File: config.mk
export PLATFORM = sky130hd
export DESIGN_NAME = rgb_pixel_point_operation_top
export DESIGN_NICKNAME = d
export VERILOG_FILES = /design/src/hw/rtl/rppo_pkg.sv /design/src/hw/rtl/rppo_cfg.sv /design/src/hw/rtl/rppo_mul.sv /design/src/hw/rtl/rppo_sum.sv /design/src/hw/rtl/rppo_fin.sv /design/src/hw/rtl/rgb_pixel_point_operation_top.sv
export SDC_FILE = /design/constraint.sdc
export NUM_CORES = 2
export LEC_CHECK = 0
export BUFFER_PORTS_ARGS = -buffer_cell sky130_fd_sc_hd__clkbuf_2
export CORE_UTILIZATION = 55
export DETAILED_ROUTE_END_ITERATION = 10
export MAX_ROUTING_LAYER = met4
export PLACE_DENSITY = 0.82
export SYNTH_ARGS = -nofsm -noshare
export SYNTH_HDL_FRONTEND = slang
export SYNTH_SLANG_ARGS = --single-unit
File: constraint.sdc
create_clock -name clk -period 6.35 [get_ports clk]
set_clock_uncertainty 0.1 [all_clocks]
set_input_delay 0.635 -clock clk [delete_from_list [all_inputs] [get_ports clk]]
set_output_delay 0.635 -clock clk [all_outputs]
set_load 0.01 [all_outputs]
File: src/hw/rtl/rppo_pkg.sv
`timescale 1ns / 1ps

package rppo_pkg;

	typedef enum logic [2:0] {
		MODE_PASS,
		MODE_GRAY,
		MODE_NEG,
		MODE_BRIGHT,
		MODE_DARK,
		MODE_CONTRAST,
		MODE_BINARY,
		MODE_SEPIA
	} mode_t;

	typedef enum logic [1:0] {
		REG_MODE,
		REG_AMOUNT,
		REG_GAIN,
		REG_THRESH
	} reg_idx_t;

	localparam int AddrW = 4;
	localparam int DataW = 32;

	localparam logic [9:0] GainReset   = 10'd256;
	localparam logic [7:0] ThreshReset = 8'd127;

	typedef logic [9:0] weight_t;

	localparam weight_t GRAY_W [0:2] = '{10'd307, 10'd614, 10'd102};

	localparam weight_t SEPIA_W [0:2][0:2] = '{
		'{10'd402, 10'd787, 10'd194},
		'{10'd357, 10'd702, 10'd172},
		'{10'd279, 10'd547, 10'd134}
	};

	typedef struct packed {
		mode_t      mode;
		logic [7:0] amount;
		logic [9:0] gain;
		logic [7:0] thresh;
	} cfg_t;

	typedef struct packed {
		mode_t                  mode;
		logic [2:0][7:0]        pix;
		logic [2:0][17:0]       gp;
		logic [2:0][2:0][17:0]  sp;
		logic [2:0][18:0]       ct;
	} s1_t;

	typedef struct packed {
		mode_t            mode;
		logic [2:0][7:0]  pix;
		logic [17:0]      gsum;
		logic [2:0][18:0] ssum;
		logic [2:0][7:0]  cc;
	} s2_t;

endpackage

File: src/hw/rtl/rppo_cfg.sv
`timescale 1ns / 1ps

module rppo_cfg (
	input  logic                       clk,
	input  logic                       arst_n,
	input  logic                       psel,
	input  logic                       penable,
	input  logic                       pwrite,
	input  logic [rppo_pkg::AddrW-1:0] paddr,
	input  logic [rppo_pkg::DataW-1:0] pwdata,
	output logic [rppo_pkg::DataW-1:0] prdata,
	output logic                       pready,
	output rppo_pkg::cfg_t             cfg
);
	import rppo_pkg::*;

	mode_t      mode_q;
	logic [7:0] amount_q;
	logic [9:0] gain_q;
	logic [7:0] thresh_q;
	reg_idx_t   idx;
	logic       wr_en;

	assign pready = 1'b1;
	assign idx    = reg_idx_t'(paddr[3:2]);
	assign wr_en  = psel && penable && pwrite && pready;

	always_ff @(posedge clk or negedge arst_n) begin
		if (!arst_n) begin
			mode_q   <= MODE_PASS;
			amount_q <= '0;
			gain_q   <= GainReset;
			thresh_q <= ThreshReset;
		end else if (wr_en) begin
			unique case (idx)
				REG_MODE:   mode_q   <= mode_t'(pwdata[2:0]);
				REG_AMOUNT: amount_q <= pwdata[7:0];
				REG_GAIN:   gain_q   <= pwdata[9:0];
				REG_THRESH: thresh_q <= pwdata[7:0];
			endcase
		end
	end

	always_comb begin
		prdata = '0;
		unique case (idx)
			REG_MODE:   prdata = DataW'(mode_q);
			REG_AMOUNT: prdata = DataW'(amount_q);
			REG_GAIN:   prdata = DataW'(gain_q);
			REG_THRESH: prdata = DataW'(thresh_q);
		endcase
	end

	assign cfg.mode   = mode_q;
	assign cfg.amount = amount_q;
	assign cfg.gain   = gain_q;
	assign cfg.thresh = thresh_q;

endmodule

File: src/hw/rtl/rppo_mul.sv
`timescale 1ns / 1ps

module rppo_mul (
	input  logic            clk,
	input  logic            arst_n,
	input  logic            in_vld,
	input  rppo_pkg::cfg_t  cfg,
	input  logic [7:0]      red,
	input  logic [7:0]      green,
	input  logic [7:0]      blue,
	output logic            valid_s1,
	output rppo_pkg::s1_t   data_s1
);
	import rppo_pkg::*;

	s1_t               d;
	logic [2:0][7:0]   c;
	logic signed [7:0] dc;
	logic signed [18:0] dx;
	logic signed [18:0] gx;

	assign c = {blue, green, red};

	// per-channel constant and gain products
	always_comb begin
		d      = '0;
		dc     = '0;
		dx     = '0;
		gx     = 19'({1'b0, cfg.gain});
		d.mode = cfg.mode;
		d.pix  = c;
		for (int i = 0; i < 3; i++) begin
			d.gp[i] = 18'(GRAY_W[i]) * 18'(c[i]);
			for (int j = 0; j < 3; j++) begin
				d.sp[i][j] = 18'(SEPIA_W[i][j]) * 18'(c[j]);
			end
			dc      = $signed(c[i] ^ 8'h80);
			dx      = 19'(dc);
			d.ct[i] = dx * gx;
		end
	end

	always_ff @(posedge clk or negedge arst_n) begin
		if (!arst_n) begin
			valid_s1 <= 1'b0;
		end else begin
			valid_s1 <= in_vld;
		end
	end

	always_ff @(posedge clk) begin
		if (in_vld) begin
			data_s1 <= d;
		end
	end

endmodule

File: src/hw/rtl/rppo_sum.sv
`timescale 1ns / 1ps

module rppo_sum (
	input  logic          clk,
	input  logic          arst_n,
	input  logic          valid_s1,
	input  rppo_pkg::s1_t data_s1,
	output logic          valid_s2,
	output rppo_pkg::s2_t data_s2
);
	import rppo_pkg::*;

	s2_t                d;
	logic signed [18:0] t;
	logic signed [10:0] q;

	always_comb begin
		d      = '0;
		t      = '0;
		q      = '0;
		d.mode = data_s1.mode;
		d.pix  = data_s1.pix;
		d.gsum = 18'(data_s1.gp[0]) + 18'(data_s1.gp[1]) + 18'(data_s1.gp[2]);
		for (int i = 0; i < 3; i++) begin
			d.ssum[i] = 19'(data_s1.sp[i][0]) + 19'(data_s1.sp[i][1])
				+ 19'(data_s1.sp[i][2]);
			// floor divide by 256, recenter, clamp
			t = $signed(data_s1.ct[i]);
			q = 11'(t >>> 8) + 11'sd128;
			if (q < 0) begin
				d.cc[i] = 8'd0;
			end else if (q > 11'sd255) begin
				d.cc[i] = 8'd255;
			end else begin
				d.cc[i] = q[7:0];
			end
		end
	end

	always_ff @(posedge clk or negedge arst_n) begin
		if (!arst_n) begin
			valid_s2 <= 1'b0;
		end else begin
			valid_s2 <= valid_s1;
		end
	end

	always_ff @(posedge clk) begin
		if (valid_s1) begin
			data_s2 <= d;
		end
	end

endmodule

File: src/hw/rtl/rppo_fin.sv
`timescale 1ns / 1ps

module rppo_fin (
	input  logic            clk,
	input  logic            arst_n,
	input  logic            valid_s2,
	input  rppo_pkg::s2_t   data_s2,
	input  rppo_pkg::cfg_t  cfg,
	output logic            valid_s3,
	output logic [2:0][7:0] pix_s3
);
	import rppo_pkg::*;

	logic [2:0][7:0] o;
	logic [7:0]      gray;
	logic [7:0]      bin;
	logic [8:0]      up;
	logic [8:0]      sep;

	assign gray = data_s2.gsum[17:10];
	assign bin  = (gray > cfg.thresh) ? 8'd255 : 8'd0;

	always_comb begin
		o   = data_s2.pix;
		up  = '0;
		sep = '0;
		unique case (data_s2.mode)
			MODE_PASS: o = data_s2.pix;
			MODE_GRAY: o = {gray, gray, gray};
			MODE_NEG:  o = ~data_s2.pix;
			MODE_BRIGHT: begin
				for (int i = 0; i < 3; i++) begin
					up   = {1'b0, data_s2.pix[i]} + {1'b0, cfg.amount};
					o[i] = up[8] ? 8'd255 : up[7:0];
				end
			end
			MODE_DARK: begin
				for (int i = 0; i < 3; i++) begin
					o[i] = (data_s2.pix[i] > cfg.amount) ?
						data_s2.pix[i] - cfg.amount : 8'd0;
				end
			end
			MODE_CONTRAST: o = data_s2.cc;
			MODE_BINARY:   o = {bin, bin, bin};
			MODE_SEPIA: begin
				for (int i = 0; i < 3; i++) begin
					sep  = data_s2.ssum[i][18:10];
					o[i] = sep[8] ? 8'd255 : sep[7:0];
				end
			end
		endcase
	end

	always_ff @(posedge clk or negedge arst_n) begin
		if (!arst_n) begin
			valid_s3 <= 1'b0;
		end else begin
			valid_s3 <= valid_s2;
		end
	end

	always_ff @(posedge clk) begin
		if (valid_s2) begin
			pix_s3 <= o;
		end
	end

endmodule

File: src/hw/rtl/rgb_pixel_point_operation_top.sv
`timescale 1ns / 1ps

// channel  | handshake                          | payload
// ---------+------------------------------------+----------------------------------
// pixel in | start, busy                        | red_in, green_in, blue_in
// pixel out| done (one-cycle strobe)            | red_out, green_out, blue_out
// config   | psel, penable, pwrite, pready      | paddr, pwdata, prdata
//
// one pixel per clock; busy is never raised
// registered stages in order: product stage, sum and contrast clamp stage, mode select stage
// each result is shown for one cycle with done
// arst_n clears the valid bits and restores register defaults; no clearing pass
// the receiver cannot stall, so the pipeline never holds

module rgb_pixel_point_operation_top (
	input  logic                       clk,
	input  logic                       arst_n,
	input  logic                       start,
	output logic                       busy,
	input  logic [7:0]                 red_in,
	input  logic [7:0]                 green_in,
	input  logic [7:0]                 blue_in,
	output logic                       done,
	output logic [7:0]                 red_out,
	output logic [7:0]                 green_out,
	output logic [7:0]                 blue_out,
	input  logic                       psel,
	input  logic                       penable,
	input  logic                       pwrite,
	input  logic [rppo_pkg::AddrW-1:0] paddr,
	input  logic [rppo_pkg::DataW-1:0] pwdata,
	output logic [rppo_pkg::DataW-1:0] prdata,
	output logic                       pready
);
	import rppo_pkg::*;

	cfg_t            cfg;
	logic            in_vld;
	logic            valid_s1;
	logic            valid_s2;
	logic            valid_s3;
	s1_t             data_s1;
	s2_t             data_s2;
	logic [2:0][7:0] pix_s3;

	assign busy   = 1'b0;
	assign in_vld = start && !busy;

	rppo_cfg u_cfg (
		.clk     (clk),
		.arst_n  (arst_n),
		.psel    (psel),
		.penable (penable),
		.pwrite  (pwrite),
		.paddr   (paddr),
		.pwdata  (pwdata),
		.prdata  (prdata),
		.pready  (pready),
		.cfg     (cfg)
	);

	rppo_mul u_mul (
		.clk      (clk),
		.arst_n   (arst_n),
		.in_vld   (in_vld),
		.cfg      (cfg),
		.red      (red_in),
		.green    (green_in),
		.blue     (blue_in),
		.valid_s1 (valid_s1),
		.data_s1  (data_s1)
	);

	rppo_sum u_sum (
		.clk      (clk),
		.arst_n   (arst_n),
		.valid_s1 (valid_s1),
		.data_s1  (data_s1),
		.valid_s2 (valid_s2),
		.data_s2  (data_s2)
	);

	rppo_fin u_fin (
		.clk      (clk),
		.arst_n   (arst_n),
		.valid_s2 (valid_s2),
		.data_s2  (data_s2),
		.cfg      (cfg),
		.valid_s3 (valid_s3),
		.pix_s3   (pix_s3)
	);

	assign done      = valid_s3;
	assign red_out   = pix_s3[0];
	assign green_out = pix_s3[1];
	assign blue_out  = pix_s3[2];

	// every accepted beat comes out as a done result
	assert property (@(posedge clk) disable iff (!arst_n)
		(start && !busy) |-> ##3 done)
		else $error("accepted pixel did not produce a result");

	assert property (@(posedge clk) disable iff (!arst_n)
		done |-> $past(start && !busy, 3))
		else $error("result without a matching accepted pixel");

	assert property (@(posedge clk) disable iff (!arst_n)
		valid_s2 |-> $past(valid_s1))
		else $error("stage valid bits out of step");

endmodule

==> flow_summary.json <==
{
  "share_of_the_yosys_chip_area_belonging_to_registers": 0.297,
  "grt_first_pass_wirelength_um": 141000,
  "area_share_of_and_or_nand_nor_cells_after_synthesis": 0.0895,
  "grt_antenna_before_repair": 5,
  "compound_cell_area_share_of_the_yosys_netlist": 0.101,
  "numPortBuffers": 76,
  "final_nets": 4461,
  "firstDrtPassIters": 8,
  "rsz_0062_raised_after_global_routing": "no",
  "post-route-period-util": 0.921,
  "layout-drive-gt1-share": 0.0727,
  "detailedPlacementHpwl_um": 72800,
  "max-slew-margin-rel": 0.213,
  "drt-vias-per-instance": 5.81,
  "muxShareOfSynthArea": 0.00896,
  "drc": 0,
  "num-fill-cells": 5080,
  "layout.cells.most_common_list": "617 x sky130_fd_sc_hd__ha_1, 545 x sky130_fd_sc_hd__inv_1, 332 x sky130_fd_sc_hd__edfxtp_1",
  "maximum_number_of_pins_on_one_net_before_global_route_repair": 130,
  "synth-seq-cells": 364,
  "synth-xor-area-share": 0.0499,
  "syn_inst": 3361,
  "power.combinational.fraction": 0.597,
  "summed_instance_area_of_the_synthesized_netlist_mm2": 0.0363,
  "start_util": 0.560,
  "cts_tree": "done",
  "die_w_um": 259,
  "finalMaxSlewViolations": 0,
  "total_power_uw": 17400,
  "final_common_cell": "sky130_fd_sc_hd__ha_1",
  "cts_post_setup_buffers_inserted": 0,
  "drt_iter0_markers": 2131,
  "switching_share": 0.435,
  "hold_path_class": "in -> async",
  "last_weighted_congestion_value_of_the_routability_driven_placer": 0.989,
  "worstSetupStartpointType": "register",
  "final_cell_count_no_fill": 4352,
  "worstPathArrival_ps": 6160,
  "grt_pass1_vias": 25600,
  "achievable_clock_frequency_mhz": 171,
  "cts_root_buffer": "sky130_fd_sc_hd__clkbuf_16",
  "ratio_of_total_power_to_cell_area_mw_per_mm2": 443,
  "net-switching-power_uw": 7560,
  "synth.avg_cell_area_um2": 10.8,
  "final_period_minus_worst_setup_slack_ps": 5850,
  "regToRegSetupSlack_ps": 500,
  "seq_power_share": 0.268,
  "synth_top_family_by_area": "adder cells",
  "die-area_mm2": 0.0671,
  "grt.overflow.total": 0,
  "synthDistinctLibCells": 73,
  "timing.final.hold_violations": 0,
  "worst-r2r-cell-count": 18,
  "fin_area_mm2": 0.0391,
  "setup_total_negative_slack_ps": 0,
  "worstSkewPairLatency_ps": 590,
  "yosys_warnings": 0,
  "clock_sinks": 364,
  "path_clk_slew_ps": 60,
  "h-tree-depth": 2,
  "ioPinCount": 125,
  "criticalPathCategory": "reg -> reg",
  "async_reset_ff_frac": 0.0879,
  "core-area_mm2": 0.0648,
  "post_cts_hold_buffer_count": 0,
  "wl_per_cell_um": 20.8,
  "postCtsResizedCells": 0,
  "worst_ep_required_time_ps": 6660,
  "power.internal_uw": 9810,
  "max_cap_violations": 0,
  "number_of_buffers_created_by_cts": 40,
  "die-height_um": 259,
  "worst-path-max-fanout": 10,
  "floorplan.rows": 93,
  "dpl-instance-area_mm2": 0.0378,
  "area_growth_pct": 7.80,
  "cell_count_post_placement": 4277,
  "antenna_violating_nets_post_route": 0,
  "yosys.area_share.adder": 0.386,
  "leakage_uw": 0.0185,
  "finalWirelength_um": 90500,
  "status": "finished, final reports clean",
  "groute.usage.overall": 0.284,
  "edff_count_synth": 332,
  "worst_ir_drop_vdd_uv": 322,
  "clk_path_buf_depth": 3,
  "setup_violations": 0,
  "end_kind": "register",
  "ys_dominant_reg_cell": "sky130_fd_sc_hd__edfxtp_1",
  "worst_r2r_startpoint": "u_cfg.gain_q[1]",
  "clock_network_fraction_of_design_power": 0.135,
  "regToRegEndpoint": "u_mul.data_s1[37]",
  "route.vias.total": 25300,
  "tightest_slew_ps": 1180
}
## worst max path at each step
stage                               start                 to  slack [ps]  cells past startpoint
after floorplan               green_in[7]  u_mul.data_s1[37]         870                     17
after global placement          red_in[7]  u_mul.data_s1[18]         630                     18
after detailed placement        red_in[7]  u_mul.data_s1[18]         490                     18
after CTS                 u_cfg.gain_q[2]  u_mul.data_s1[56]         510                     17
after global routing      u_cfg.gain_q[2]  u_mul.data_s1[56]         250                     17
final                     u_cfg.gain_q[1]  u_mul.data_s1[37]         500                     18
## power groups by stage
| stage | registers (uW) | clock network, uW | logic (uW) |
|---|---|---|---|
| final | 4650 | 2350 | 10400 |
| after global routing | 4700 | 2440 | 11700 |
| after CTS | 4640 | 2360 | 10300 |
| after detailed placement | 4680 | 0 | 10100 |
| after global placement | 4660 | 0 | 9700 |
| after floorplan | 4340 | 0 | 7560 |
## registers in the layout, indices dropped and copies added, names as in the netlist
signal / flops
u_sum.valid_s2: 1
u_fin.valid_s3: 1
u_cfg.amount_q: 8
u_sum.data_s2: 86
u_mul.data_s1: 222
u_fin.pix_s3: 24
u_mul.valid_s1: 1
u_cfg.mode_q: 3
u_cfg.thresh_q: 8
u_cfg.gain_q: 10
## Yosys cell counts (46+ instances only)
cell type | n | area share
sky130_fd_sc_hd__o21ai_0 | 104 | 0.014
sky130_fd_sc_hd__clkbuf_1 | 59 | 0.0061
sky130_fd_sc_hd__and2_1 | 145 | 0.025
sky130_fd_sc_hd__inv_1 | 545 | 0.056
sky130_fd_sc_hd__nor2_1 | 147 | 0.015
sky130_fd_sc_hd__xnor2_1 | 145 | 0.035
sky130_fd_sc_hd__fa_1 | 314 | 0.17
sky130_fd_sc_hd__o21a_1 | 51 | 0.011
sky130_fd_sc_hd__a21oi_1 | 154 | 0.021
sky130_fd_sc_hd__edfxtp_1 | 332 | 0.27
sky130_fd_sc_hd__ha_1 | 617 | 0.21
sky130_fd_sc_hd__a21o_1 | 46 | 0.0095
sky130_fd_sc_hd__xor2_1 | 62 | 0.015
sky130_fd_sc_hd__nand2_1 | 146 | 0.015
## metal layers
layer / vias up / routed length [um] / GRT usage
li1: 11600 / - / -
met1: 12400 / 36800 / 0.366
met2: 1001 / 41000 / 0.442
met3: 223 / 7340 / 0.0361
met4: 0 / 5360 / 0.146
met5: - / 0 / -
## layout make-up
cell class | instances | area [um^2] | area share
clock buffer | 55 | 1140 | 0.0291
clock inverter | 18 | 168 | 0.00428
inverter | 545 | 2050 | 0.0523
sequential | 364 | 10800 | 0.275
tap | 855 | 1070 | 0.0273
multi-input combinational | 2386 | 23200 | 0.591
antenna | 2 | 5.00 | 0.000128
timing repair buffer | 127 | 786 | 0.0201
## cells by family after synthesis
logic type / Yosys count
adder cells (fa/ha/maj): 931
AND/OR/NAND/NOR: 643
buffers and inverters: 633
AO/OA/AOI/OAI: 555
flip-flops: 364
XOR/XNOR: 207
multiplexers: 26
other: 2
## critical path, cell delays in order (launching register included)
cell and delay [ps]:
sky130_fd_sc_hd__dfrtp_1 940, sky130_fd_sc_hd__buf_4 280, sky130_fd_sc_hd__nand2_1 80, sky130_fd_sc_hd__fa_1 380
sky130_fd_sc_hd__inv_1 80, sky130_fd_sc_hd__fa_1 410, sky130_fd_sc_hd__inv_1 90, sky130_fd_sc_hd__fa_1 390
sky130_fd_sc_hd__inv_1 80, sky130_fd_sc_hd__fa_1 410, sky130_fd_sc_hd__ha_1 310, sky130_fd_sc_hd__a2111o_1 430
sky130_fd_sc_hd__a21oi_2 130, sky130_fd_sc_hd__nor3b_1 100, sky130_fd_sc_hd__a311o_1 440, sky130_fd_sc_hd__o311a_1 360
sky130_fd_sc_hd__o21a_1 230, sky130_fd_sc_hd__o2111a_1 260, sky130_fd_sc_hd__a211oi_2 190
## per-stage QoR
stage / utilization / hold WS, ps / setup WS [ps]
2_1_floorplan: - / 239 / 869
3_3_place_gp: 0.584 / 302 / 629
3_5_place_dp: 0.584 / 305 / 490
4_1_cts: 0.604 / 47.0 / 513
5_1_grt: 0.604 / 112 / 246
6_report: 0.604 / 48.5 / 502
(Power assumes the default switching activity.)
